[src/hdl/t2dpu_pkg.sv]
// ----------------------------------------------------------------------------
// Thumb-2 data-processing unit package
// Op codes, shift types, encoding masks and the flag type shared by the
// result channel interface and the execution logic.
// ----------------------------------------------------------------------------
package t2dpu_pkg;

  // NZCV: N bit 3, Z bit 2, C bit 1, V bit 0
  typedef logic [3:0] nzcv_t;

  localparam int unsigned FLAG_N = 3;
  localparam int unsigned FLAG_Z = 2;
  localparam int unsigned FLAG_C = 1;
  localparam int unsigned FLAG_V = 0;

  typedef enum logic [3:0] {
    OP_AND = 4'd0,
    OP_BIC = 4'd1,
    OP_ORR = 4'd2,
    OP_ORN = 4'd3,
    OP_EOR = 4'd4,
    OP_ADD = 4'd8,
    OP_ADC = 4'd10,
    OP_SBC = 4'd11,
    OP_SUB = 4'd13,
    OP_RSB = 4'd14
  } op_t;

  typedef enum logic [1:0] {
    SH_LSL = 2'd0,
    SH_LSR = 2'd1,
    SH_ASR = 2'd2,
    SH_ROR = 2'd3
  } shift_t;

  // replicated-byte immediate patterns
  typedef enum logic [1:0] {
    REP_PLAIN = 2'd0,
    REP_ODD   = 2'd1,
    REP_EVEN  = 2'd2,
    REP_ALL   = 2'd3
  } rep_t;

  localparam logic [15:0] IMM_CLASS_MASK = 16'hfa00;
  localparam logic [15:0] IMM_CLASS_CODE = 16'hf000;
  localparam logic [15:0] REG_CLASS_MASK = 16'hfe00;
  localparam logic [15:0] REG_CLASS_CODE = 16'hea00;
  localparam logic [3:0]  REG_PC         = 4'd15;

endpackage

[src/hdl/t2dpu_in_if.sv]
// ----------------------------------------------------------------------------
// Thumb-2 data-processing unit instruction channel
// valid/ready channel carrying one instruction and its source operands.
// ----------------------------------------------------------------------------
interface t2dpu_in_if;
  logic        valid;
  logic        ready;
  logic [15:0] first_half;
  logic [15:0] second_half;
  logic [31:0] rn_value;
  logic [31:0] rm_value;
  logic        register_form;

  modport source (
    output valid, first_half, second_half, rn_value, rm_value, register_form,
    input  ready
  );
  modport sink (
    input  valid, first_half, second_half, rn_value, rm_value, register_form,
    output ready
  );
endinterface

[src/hdl/t2dpu_out_if.sv]
// ----------------------------------------------------------------------------
// Thumb-2 data-processing unit result channel
// valid/ready channel carrying one executed result and the flags after it.
// ----------------------------------------------------------------------------
interface t2dpu_out_if;
  logic                valid;
  logic                ready;
  logic                handled;
  logic [31:0]         result_value;
  logic [3:0]          dest_index;
  logic                write_reg;
  logic                write_pc;
  t2dpu_pkg::nzcv_t    flags_out;

  modport source (
    output valid, handled, result_value, dest_index, write_reg, write_pc, flags_out,
    input  ready
  );
  modport sink (
    input  valid, handled, result_value, dest_index, write_reg, write_pc, flags_out,
    output ready
  );
endinterface

[src/hdl/thumb2_data_processing_unit.sv]
// ----------------------------------------------------------------------------
// Thumb-2 data-processing unit
// Executes 32-bit modified-immediate and shifted-register data-processing
// instructions and keeps the NZCV flags.
// ----------------------------------------------------------------------------
// Usage:
//   cmd: instruction halfwords, Rn/Rm values and the encoding form. A
//        transfer happens when valid and ready are both high.
//   res: one result per instruction: handled, value, Rd, write enables and
//        the flags after the instruction, in instruction order.
//   res.valid rises once the instruction has passed an input register and
//   then decode/shift/ALU logic into the result register; a res stall can
//   hold it in either register before the res transfer.
//   Throughput is one instruction per cycle while res does not stall. The
//   flags register is updated as an instruction moves into the result
//   register, so the next instruction sees its carry without a bubble.
//   When res stalls, the result register holds and the input register still
//   takes one more instruction; cmd.ready drops only once both are full.
//   Reset (rst, synchronous) clears both stages and the flags to zero.
//   Unsupported op codes or a mismatched encoding give handled low with
//   zero outputs and the flags unchanged.
// ----------------------------------------------------------------------------
module thumb2_data_processing_unit (
  input  logic        clk,
  input  logic        rst,
  t2dpu_in_if.sink    cmd,
  t2dpu_out_if.source res
);

  // input register
  logic        s1_valid;
  logic [15:0] s1_first;
  logic [15:0] s1_second;
  logic [31:0] s1_rn;
  logic [31:0] s1_rm;
  logic        s1_form;

  // result register
  logic             out_valid;
  logic             out_handled;
  logic [31:0]      out_value;
  logic [3:0]       out_dest;
  logic             out_wreg;
  logic             out_wpc;
  t2dpu_pkg::nzcv_t out_flags;

  t2dpu_pkg::nzcv_t flags;
  t2dpu_pkg::nzcv_t flags_next;

  logic s1_adv;
  logic in_take;

  assign s1_adv  = s1_valid && (!out_valid || res.ready);
  assign in_take = cmd.valid && cmd.ready;
  assign cmd.ready = !s1_valid || s1_adv;

  // ---------------- decode ----------------
  logic [3:0]  op_code;
  logic        s_bit;
  logic [3:0]  rd;
  logic        cflag;
  logic        match;

  assign op_code = s1_first[8:5];
  assign s_bit   = s1_first[4];
  assign rd      = s1_second[11:8];
  assign cflag   = flags[t2dpu_pkg::FLAG_C];

  always_comb begin
    if (s1_form) begin
      match = ((s1_first & t2dpu_pkg::REG_CLASS_MASK) == t2dpu_pkg::REG_CLASS_CODE)
              && !s1_second[15];
    end else begin
      match = ((s1_first & t2dpu_pkg::IMM_CLASS_MASK) == t2dpu_pkg::IMM_CLASS_CODE)
              && !s1_second[15];
    end
  end

  // ---------------- modified immediate ----------------
  logic [11:0] imm12;
  logic [7:0]  imm_byte;
  logic [31:0] imm_value;
  logic        imm_carry;
  logic [31:0] rot_base;
  logic [63:0] rot_wide;

  assign imm12    = {s1_first[10], s1_second[14:12], s1_second[7:0]};
  assign imm_byte = imm12[7:0];
  assign rot_base = {24'd0, 1'b1, imm12[6:0]};
  assign rot_wide = {rot_base, rot_base} >> imm12[11:7];

  always_comb begin
    imm_value = rot_wide[31:0];
    imm_carry = rot_wide[31];
    if (imm12[11:10] == 2'd0) begin
      imm_carry = cflag;
      case (t2dpu_pkg::rep_t'(imm12[9:8]))
        t2dpu_pkg::REP_PLAIN: imm_value = {24'd0, imm_byte};
        t2dpu_pkg::REP_ODD:   imm_value = {8'd0, imm_byte, 8'd0, imm_byte};
        t2dpu_pkg::REP_EVEN:  imm_value = {imm_byte, 8'd0, imm_byte, 8'd0};
        t2dpu_pkg::REP_ALL:   imm_value = {imm_byte, imm_byte, imm_byte, imm_byte};
        default:              imm_value = {24'd0, imm_byte};
      endcase
    end
  end

  // ---------------- immediate shift ----------------
  logic [4:0]  sh_amt;
  logic [32:0] lsl_wide;
  logic [32:0] lsr_wide;
  logic [32:0] asr_wide;
  logic [63:0] ror_wide;
  logic [31:0] sh_value;
  logic        sh_carry;

  assign sh_amt   = {s1_second[14:12], s1_second[7:6]};
  assign lsl_wide = {1'b0, s1_rm} << sh_amt;
  assign lsr_wide = {s1_rm, 1'b0} >> sh_amt;
  assign asr_wide = 33'($signed({s1_rm, 1'b0}) >>> sh_amt);
  assign ror_wide = {s1_rm, s1_rm} >> sh_amt;

  always_comb begin
    sh_value = s1_rm;
    sh_carry = cflag;
    case (t2dpu_pkg::shift_t'(s1_second[5:4]))
      t2dpu_pkg::SH_LSL: begin
        if (sh_amt != 5'd0) begin
          sh_value = lsl_wide[31:0];
          sh_carry = lsl_wide[32];
        end
      end
      t2dpu_pkg::SH_LSR: begin
        // amount zero encodes a shift by 32
        if (sh_amt == 5'd0) begin
          sh_value = 32'd0;
          sh_carry = s1_rm[31];
        end else begin
          sh_value = lsr_wide[32:1];
          sh_carry = lsr_wide[0];
        end
      end
      t2dpu_pkg::SH_ASR: begin
        if (sh_amt == 5'd0) begin
          sh_value = {32{s1_rm[31]}};
          sh_carry = s1_rm[31];
        end else begin
          sh_value = asr_wide[32:1];
          sh_carry = asr_wide[0];
        end
      end
      t2dpu_pkg::SH_ROR: begin
        // amount zero is RRX through the carry
        if (sh_amt == 5'd0) begin
          sh_value = {cflag, s1_rm[31:1]};
          sh_carry = s1_rm[0];
        end else begin
          sh_value = ror_wide[31:0];
          sh_carry = ror_wide[31];
        end
      end
      default: begin
        sh_value = s1_rm;
        sh_carry = cflag;
      end
    endcase
  end

  // ---------------- ALU ----------------
  logic [31:0] left;
  logic [31:0] right;
  logic        logic_carry;
  logic [31:0] add_a;
  logic [31:0] add_b;
  logic        add_cin;
  logic [32:0] add_sum;
  logic        add_ov;
  logic [31:0] alu_value;
  logic        arith;
  logic        op_ok;
  logic        handled;

  assign left        = (s1_first[3:0] == t2dpu_pkg::REG_PC) ? 32'd0 : s1_rn;
  assign right       = s1_form ? sh_value : imm_value;
  assign logic_carry = s1_form ? sh_carry : imm_carry;

  always_comb begin
    add_a     = left;
    add_b     = right;
    add_cin   = 1'b0;
    arith     = 1'b0;
    op_ok     = 1'b1;
    alu_value = 32'd0;
    case (t2dpu_pkg::op_t'(op_code))
      t2dpu_pkg::OP_AND: alu_value = left & right;
      t2dpu_pkg::OP_BIC: alu_value = left & ~right;
      t2dpu_pkg::OP_ORR: alu_value = left | right;
      t2dpu_pkg::OP_ORN: alu_value = left | ~right;
      t2dpu_pkg::OP_EOR: alu_value = left ^ right;
      t2dpu_pkg::OP_ADD: arith = 1'b1;
      t2dpu_pkg::OP_ADC: begin
        arith   = 1'b1;
        add_cin = cflag;
      end
      t2dpu_pkg::OP_SBC: begin
        arith   = 1'b1;
        add_b   = ~right;
        add_cin = cflag;
      end
      t2dpu_pkg::OP_SUB: begin
        arith   = 1'b1;
        add_b   = ~right;
        add_cin = 1'b1;
      end
      t2dpu_pkg::OP_RSB: begin
        arith   = 1'b1;
        add_a   = ~left;
        add_cin = 1'b1;
      end
      default: op_ok = 1'b0;
    endcase
  end

  assign add_sum = {1'b0, add_a} + {1'b0, add_b} + {32'd0, add_cin};
  assign add_ov  = (~(add_a[31] ^ add_b[31])) & (add_a[31] ^ add_sum[31]);

  logic [31:0] op_value;
  assign op_value = arith ? add_sum[31:0] : alu_value;
  assign handled  = match && op_ok;

  always_comb begin
    flags_next = flags;
    if (handled && s_bit) begin
      flags_next[t2dpu_pkg::FLAG_N] = op_value[31];
      flags_next[t2dpu_pkg::FLAG_Z] = (op_value == 32'd0);
      if (arith) begin
        flags_next[t2dpu_pkg::FLAG_C] = add_sum[32];
        flags_next[t2dpu_pkg::FLAG_V] = add_ov;
      end else begin
        flags_next[t2dpu_pkg::FLAG_C] = logic_carry;
      end
    end
  end

  // ---------------- registers ----------------
  always_ff @(posedge clk) begin
    if (rst) begin
      s1_valid  <= 1'b0;
      out_valid <= 1'b0;
      flags     <= '0;
    end else begin
      if (in_take) begin
        s1_valid <= 1'b1;
      end else if (s1_adv) begin
        s1_valid <= 1'b0;
      end
      if (s1_adv) begin
        out_valid <= 1'b1;
        flags     <= flags_next;
      end else if (res.ready) begin
        out_valid <= 1'b0;
      end
    end
  end

  always_ff @(posedge clk) begin
    if (in_take) begin
      s1_first  <= cmd.first_half;
      s1_second <= cmd.second_half;
      s1_rn     <= cmd.rn_value;
      s1_rm     <= cmd.rm_value;
      s1_form   <= cmd.register_form;
    end
    if (s1_adv) begin
      out_handled <= handled;
      out_value   <= handled ? op_value : 32'd0;
      out_dest    <= handled ? rd : 4'd0;
      out_wreg    <= handled && (rd != t2dpu_pkg::REG_PC);
      out_wpc     <= handled && (rd == t2dpu_pkg::REG_PC) && !s_bit;
      out_flags   <= flags_next;
    end
  end

  assign res.valid        = out_valid;
  assign res.handled      = out_handled;
  assign res.result_value = out_value;
  assign res.dest_index   = out_dest;
  assign res.write_reg    = out_wreg;
  assign res.write_pc     = out_wpc;
  assign res.flags_out    = out_flags;

`ifndef SYNTH
  // the flags move only when an instruction enters the result register
  assert property (@(posedge clk) disable iff (rst) !s1_adv |=> $stable(flags))
    else $error("flags changed without an instruction completing");

  // a waiting result always carries the current flags
  assert property (@(posedge clk) disable iff (rst)
    out_valid |-> (out_flags == flags))
    else $error("result flags differ from flag register");

  // an unhandled instruction writes nothing
  assert property (@(posedge clk) disable iff (rst)
    (out_valid && !out_handled) |-> (!out_wreg && !out_wpc && (out_value == 32'd0)))
    else $error("unhandled instruction produced a write");

  // register and PC writes exclude each other
  assert property (@(posedge clk) disable iff (rst)
    out_valid |-> !(out_wreg && out_wpc))
    else $error("register and PC write both set");
`endif

endmodule

[src/flat_wrapper.sv]
// flat-port wrapper written by rule: the top's interface ports become plain ports
module thumb2_data_processing_unit_flat 
  (clk, rst, cmd_valid, cmd_first_half, cmd_second_half, cmd_rn_value, cmd_rm_value, cmd_register_form, cmd_ready, res_valid, res_handled, res_result_value, res_dest_index, res_write_reg, res_write_pc, res_flags_out, res_ready);
  t2dpu_in_if cmd_i ();
  t2dpu_out_if res_i ();
  input  logic clk;
  input  logic rst;
  input wire logic [$bits(cmd_i.valid)-1:0] cmd_valid;
  input wire logic [$bits(cmd_i.first_half)-1:0] cmd_first_half;
  input wire logic [$bits(cmd_i.second_half)-1:0] cmd_second_half;
  input wire logic [$bits(cmd_i.rn_value)-1:0] cmd_rn_value;
  input wire logic [$bits(cmd_i.rm_value)-1:0] cmd_rm_value;
  input wire logic [$bits(cmd_i.register_form)-1:0] cmd_register_form;
  output wire logic [$bits(cmd_i.ready)-1:0] cmd_ready;
  output wire logic [$bits(res_i.valid)-1:0] res_valid;
  output wire logic [$bits(res_i.handled)-1:0] res_handled;
  output wire logic [$bits(res_i.result_value)-1:0] res_result_value;
  output wire logic [$bits(res_i.dest_index)-1:0] res_dest_index;
  output wire logic [$bits(res_i.write_reg)-1:0] res_write_reg;
  output wire logic [$bits(res_i.write_pc)-1:0] res_write_pc;
  output wire logic [$bits(res_i.flags_out)-1:0] res_flags_out;
  input wire logic [$bits(res_i.ready)-1:0] res_ready;
  assign cmd_i.valid = cmd_valid;
  assign cmd_i.first_half = cmd_first_half;
  assign cmd_i.second_half = cmd_second_half;
  assign cmd_i.rn_value = cmd_rn_value;
  assign cmd_i.rm_value = cmd_rm_value;
  assign cmd_i.register_form = cmd_register_form;
  assign cmd_ready = cmd_i.ready;
  assign res_valid = res_i.valid;
  assign res_handled = res_i.handled;
  assign res_result_value = res_i.result_value;
  assign res_dest_index = res_i.dest_index;
  assign res_write_reg = res_i.write_reg;
  assign res_write_pc = res_i.write_pc;
  assign res_flags_out = res_i.flags_out;
  assign res_i.ready = res_ready;
  thumb2_data_processing_unit u_core (.clk(clk), .rst(rst), .cmd(cmd_i), .res(res_i));
endmodule
[config.mk]
export PLATFORM = sky130hd
export DESIGN_NAME = thumb2_data_processing_unit_flat
export DESIGN_NICKNAME = d
export VERILOG_FILES = /design/src/hdl/t2dpu_pkg.sv /design/src/hdl/t2dpu_in_if.sv /design/src/hdl/t2dpu_out_if.sv /design/src/hdl/thumb2_data_processing_unit.sv /design/src/flat_wrapper.sv
export SDC_FILE = /design/constraint.sdc
export NUM_CORES = 1
export LEC_CHECK = 0
export BUFFER_PORTS_ARGS = -buffer_cell sky130_fd_sc_hd__buf_2
export CAP_MARGIN = 20
export CORE_MARGIN = 2
export CORE_UTILIZATION = 44
export CTS_BUF_LIST = sky130_fd_sc_hd__clkbuf_2
export CTS_CLUSTER_DIAMETER = 80
export DETAILED_ROUTE_END_ITERATION = 8
export PLACE_DENSITY_LB_ADDON = 0.1
export SLEW_MARGIN = 20
export SYNTH_ARGS = -nofsm -noshare
export SYNTH_HDL_FRONTEND = slang
export SYNTH_SLANG_ARGS = --single-unit
[constraint.sdc]
create_clock -name clk -period 7.9 [get_ports clk]
set_clock_uncertainty 0.2 [all_clocks]
set_input_delay 1.58 -clock clk [delete_from_list [all_inputs] [get_ports clk]]
set_output_delay 1.58 -clock clk [all_outputs]
set_load 0.02 [all_outputs]
==> out/metrics.cfg <==
[outcome]
status = complete, no violations

[cts]
cts_root_buf = clkbuf_2
worstSkewPairLatency_ns = 1.12
cts_max_level = 4
numCtsBuffers = 17
cts.clk_slew.worst_paths_ns = 0.30
cts_tree = done
clockBufferDepth = 2
cts.sinks = 146

[synth]
synth_edf_count = 140
synthXorXnorAreaFrac_pct = 5.88
synth.most_common_cell = nand2_1
syn_nets = 2172
synth_mux_area_share_pct = 15.2
ys_warn_count = 0
yosysTopAreaCellShare_pct = 24.6
synth_top_area_cell = edfxtp_1
synth_area_per_cell_um2 = 8.40
synthArstFlopShare_pct = 0
synth_ff_type = edfxtp_1
synth_seq_cells = 146
ys_top_cells_by_count = 201 x nand2_1, 169 x nor2_1, 167 x a21oi_1
synth-adder-area-share_pct = 2.67
ys_seq_area_share_pct = 25.3
synthSimpleGateAreaFrac_pct = 19.3
syn_inst = 2038
synth_cell_types = 95
synth_compound_area_share_pct = 26.0
ys_top_cells_by_area = edfxtp_1 25%, mux4_2 6.8%, a21oi_1 4.9%
netlist_area_um2 = 17100
synth_top_family_by_area = compound AO/OA/AOI/OAI gates

[detailed_routing]
postRouteAntennaNets = 0
drtIter0Drc = 3659
routed_wl_um = 90900
avgViaCountPerCell = 7.29
vias = 20018
firstDrtPassIters = 7
post_drt_wl_per_cell_um = 33.1
drc = 0

[timing]
max_freq_mhz = 130
period_needed_ns = 7.67
slew_headroom_pct = 28.9
drv_slew = 0
hold_viol = 0
setup_viol_count_final = 0
tightest_slew_ns = 1.06
setup_slack_ns = 0.235
period_share_pct = 97.0
setup_tns_ns = 0

[floorplanning]
core_area_um2 = 38600
die_area_um2 = 40500
die_h_um = 201
start_util_pct = 44.4
row_count = 72
io_pins = 146
fp.dieW_um = 201

[global_route]
grt.overflow.total = 0
grt_pass1_vias = 18407
track_usage_pct = 44.1
grt_max_degree = 76
grt_pass1_wl_um = 130000
antenna_found_initial = 6

[placed_design]
port_buffers = 145
dp_worst_setup_slack_ns = 0.377
globalplace.congestion = 1.15
hpwl_um = 69300
dpl.cell_count = 2704

[critical_path]
cp_num_buf_inv = 3
cp-end-kind = register
worstPathMaxFanout = 18
startpoint_type = register
cp_slowest_cell = or4_1
crit_chain = buf_4 -> buf_4 -> nor4_2 -> o311a_1 -> a2111oi_0 -> or4_1 -> a21oi_1 -> xor2_1 -> ha_1 -> and3_1 -> and3_1 -> nand2_1 -> a211oi_1 -> buf_4 -> o2111ai_1 -> a21oi_1 -> mux2i_1 -> or2_1 -> or3_1 -> or4_1 -> or4_1 -> o21ai_1
worst-setup-path-type = reg2reg
critPathMaxStageDelay_ns = 0.76
cp_top_family = simple AND/OR/NAND/NOR gates
worstPathArrival_ns = 8.36
crit_required_ns = 8.59

[finish]
design.final.nets = 2343
stdcell_count = 2745
area_growth_pct = 14.3
drive_above_1_share_pct = 23.7

[power_and_ir_drop]
p_leak_nw = 7.36
powerDensity_nw_per_um2 = 157
ir_worst_vdd_mv = 0.139

[worst_hold_path]
hp-class = reg2reg

[job]
cap_violations = 0

where the power goes:
group	switching [W]	internal [W]
clock network	0.000384	0.000171
logic	0.000975	0.000590
registers	0.0000637	0.000894
total	0.00142	0.00166
worst register-to-register path: stages (launching register included):
cell and delay [ns]:
edfxtp_1 0.65, buf_4 0.26, buf_4 0.21, nor4_2 0.56, o311a_1 0.53, a2111oi_0 0.12
or4_1 0.76, a21oi_1 0.25, xor2_1 0.09, ha_1 0.48, and3_1 0.31, and3_1 0.20
nand2_1 0.10, a211oi_1 0.38, buf_4 0.22, o2111ai_1 0.20, a21oi_1 0.23, mux2i_1 0.13
or2_1 0.28, or3_1 0.37, or4_1 0.52, or4_1 0.40, o21ai_1 0.15
logic make-up after synthesis:
group | Yosys count
muxes | 188
AOI/OAI and AO/OA | 654
and+or+nand+nor | 679
xor gates and xnor gates | 115
adders and majority gates | 36
buffers and inverters | 220
DFF | 146
path summary, 6_finish.rpt:
path                            depth (start not counted)                      end  slack, ns            startpoint
worst min register to register                          2          u_core.flags[3]       0.31       u_core.flags[3]
worst min-delay path                                    2          u_core.flags[3]       0.31       u_core.flags[3]
worst max register to register                         22  u_core.res.flags_out[2]       0.23  u_core.s1_second[12]
worst max-delay path                                   22  u_core.res.flags_out[2]       0.23  u_core.s1_second[12]
layout make-up:
| type | count | area [µm²] |
|---|---|---|
| timing repair buffer | 345 | 2310 |
| fill | 3804 | 19000 |
| clock buffer | 17 | 85.1 |
| sequential | 146 | 4320 |
| inverter | 27 | 101 |
| antenna | 5 | 12.5 |
| tap | 518 | 648 |
| multi-input combinational | 1672 | 11900 |
| clock inverter | 15 | 218 |
what timing repair did:
action                                  in CTS  in global routing
resized for setup                            0                  1
endpoints found under the setup margin       0                  2
hold buffers                                 0                  0
setup buffers                                0                  4
layout by cell type (no fill, tap or decap), types with 10 or more instances in the layout:
cell type / instances
nand2_1: 201
a21o_1: 15
and3_1: 18
nor2_1: 167
a31oi_1: 38
nor4_1: 11
nand2b_1: 23
nor2b_1: 24
xor2_1: 60
a311oi_1: 10
nand3_1: 43
mux2i_1: 77
buf_4: 193
clkbuf_2: 17
or4_1: 14
o21ai_0: 99
o22ai_1: 36
mux2_2: 59
xnor2_1: 55
buf_2: 145
inv_1: 23
a22oi_1: 15
o21a_1: 15
a211oi_1: 30
mux4_2: 52
a21oi_1: 166
nor3_1: 53
nand4_1: 23
o32ai_1: 11
or3_1: 18
edfxtp_1: 140
o221ai_1: 19
a21boi_0: 10
a221oi_1: 19
and2_1: 25
ha_1: 31
o211ai_1: 28
metrics by stage:
step                      power, W  hold slack (ns)  instance area (µm²)  util (%)
after floorplan            0.00185            0.244                17100         -
after global placement     0.00244            0.259                19200      49.8
after detailed placement   0.00244            0.269                19200      49.9
after CTS                  0.00300            0.271                19500      50.6
after global routing       0.00317            0.323                19600      50.7
final                      0.00308            0.312                19600      50.8
metal layers:
| layer | track usage (%) | part of all wire, % | vias to the layer above |
|---|---|---|---|
| met5 | 0 | 0.043 | - |
| met2 | 58.2 | 38 | 1836 |
| met3 | 20.2 | 17 | 401 |
| li1 | - | - | 8214 |
| met4 | 23.6 | 6.7 | 6 |
| met1 | 59.3 | 38 | 9561 |
Note: power is estimated with default switching activity, not from simulation.
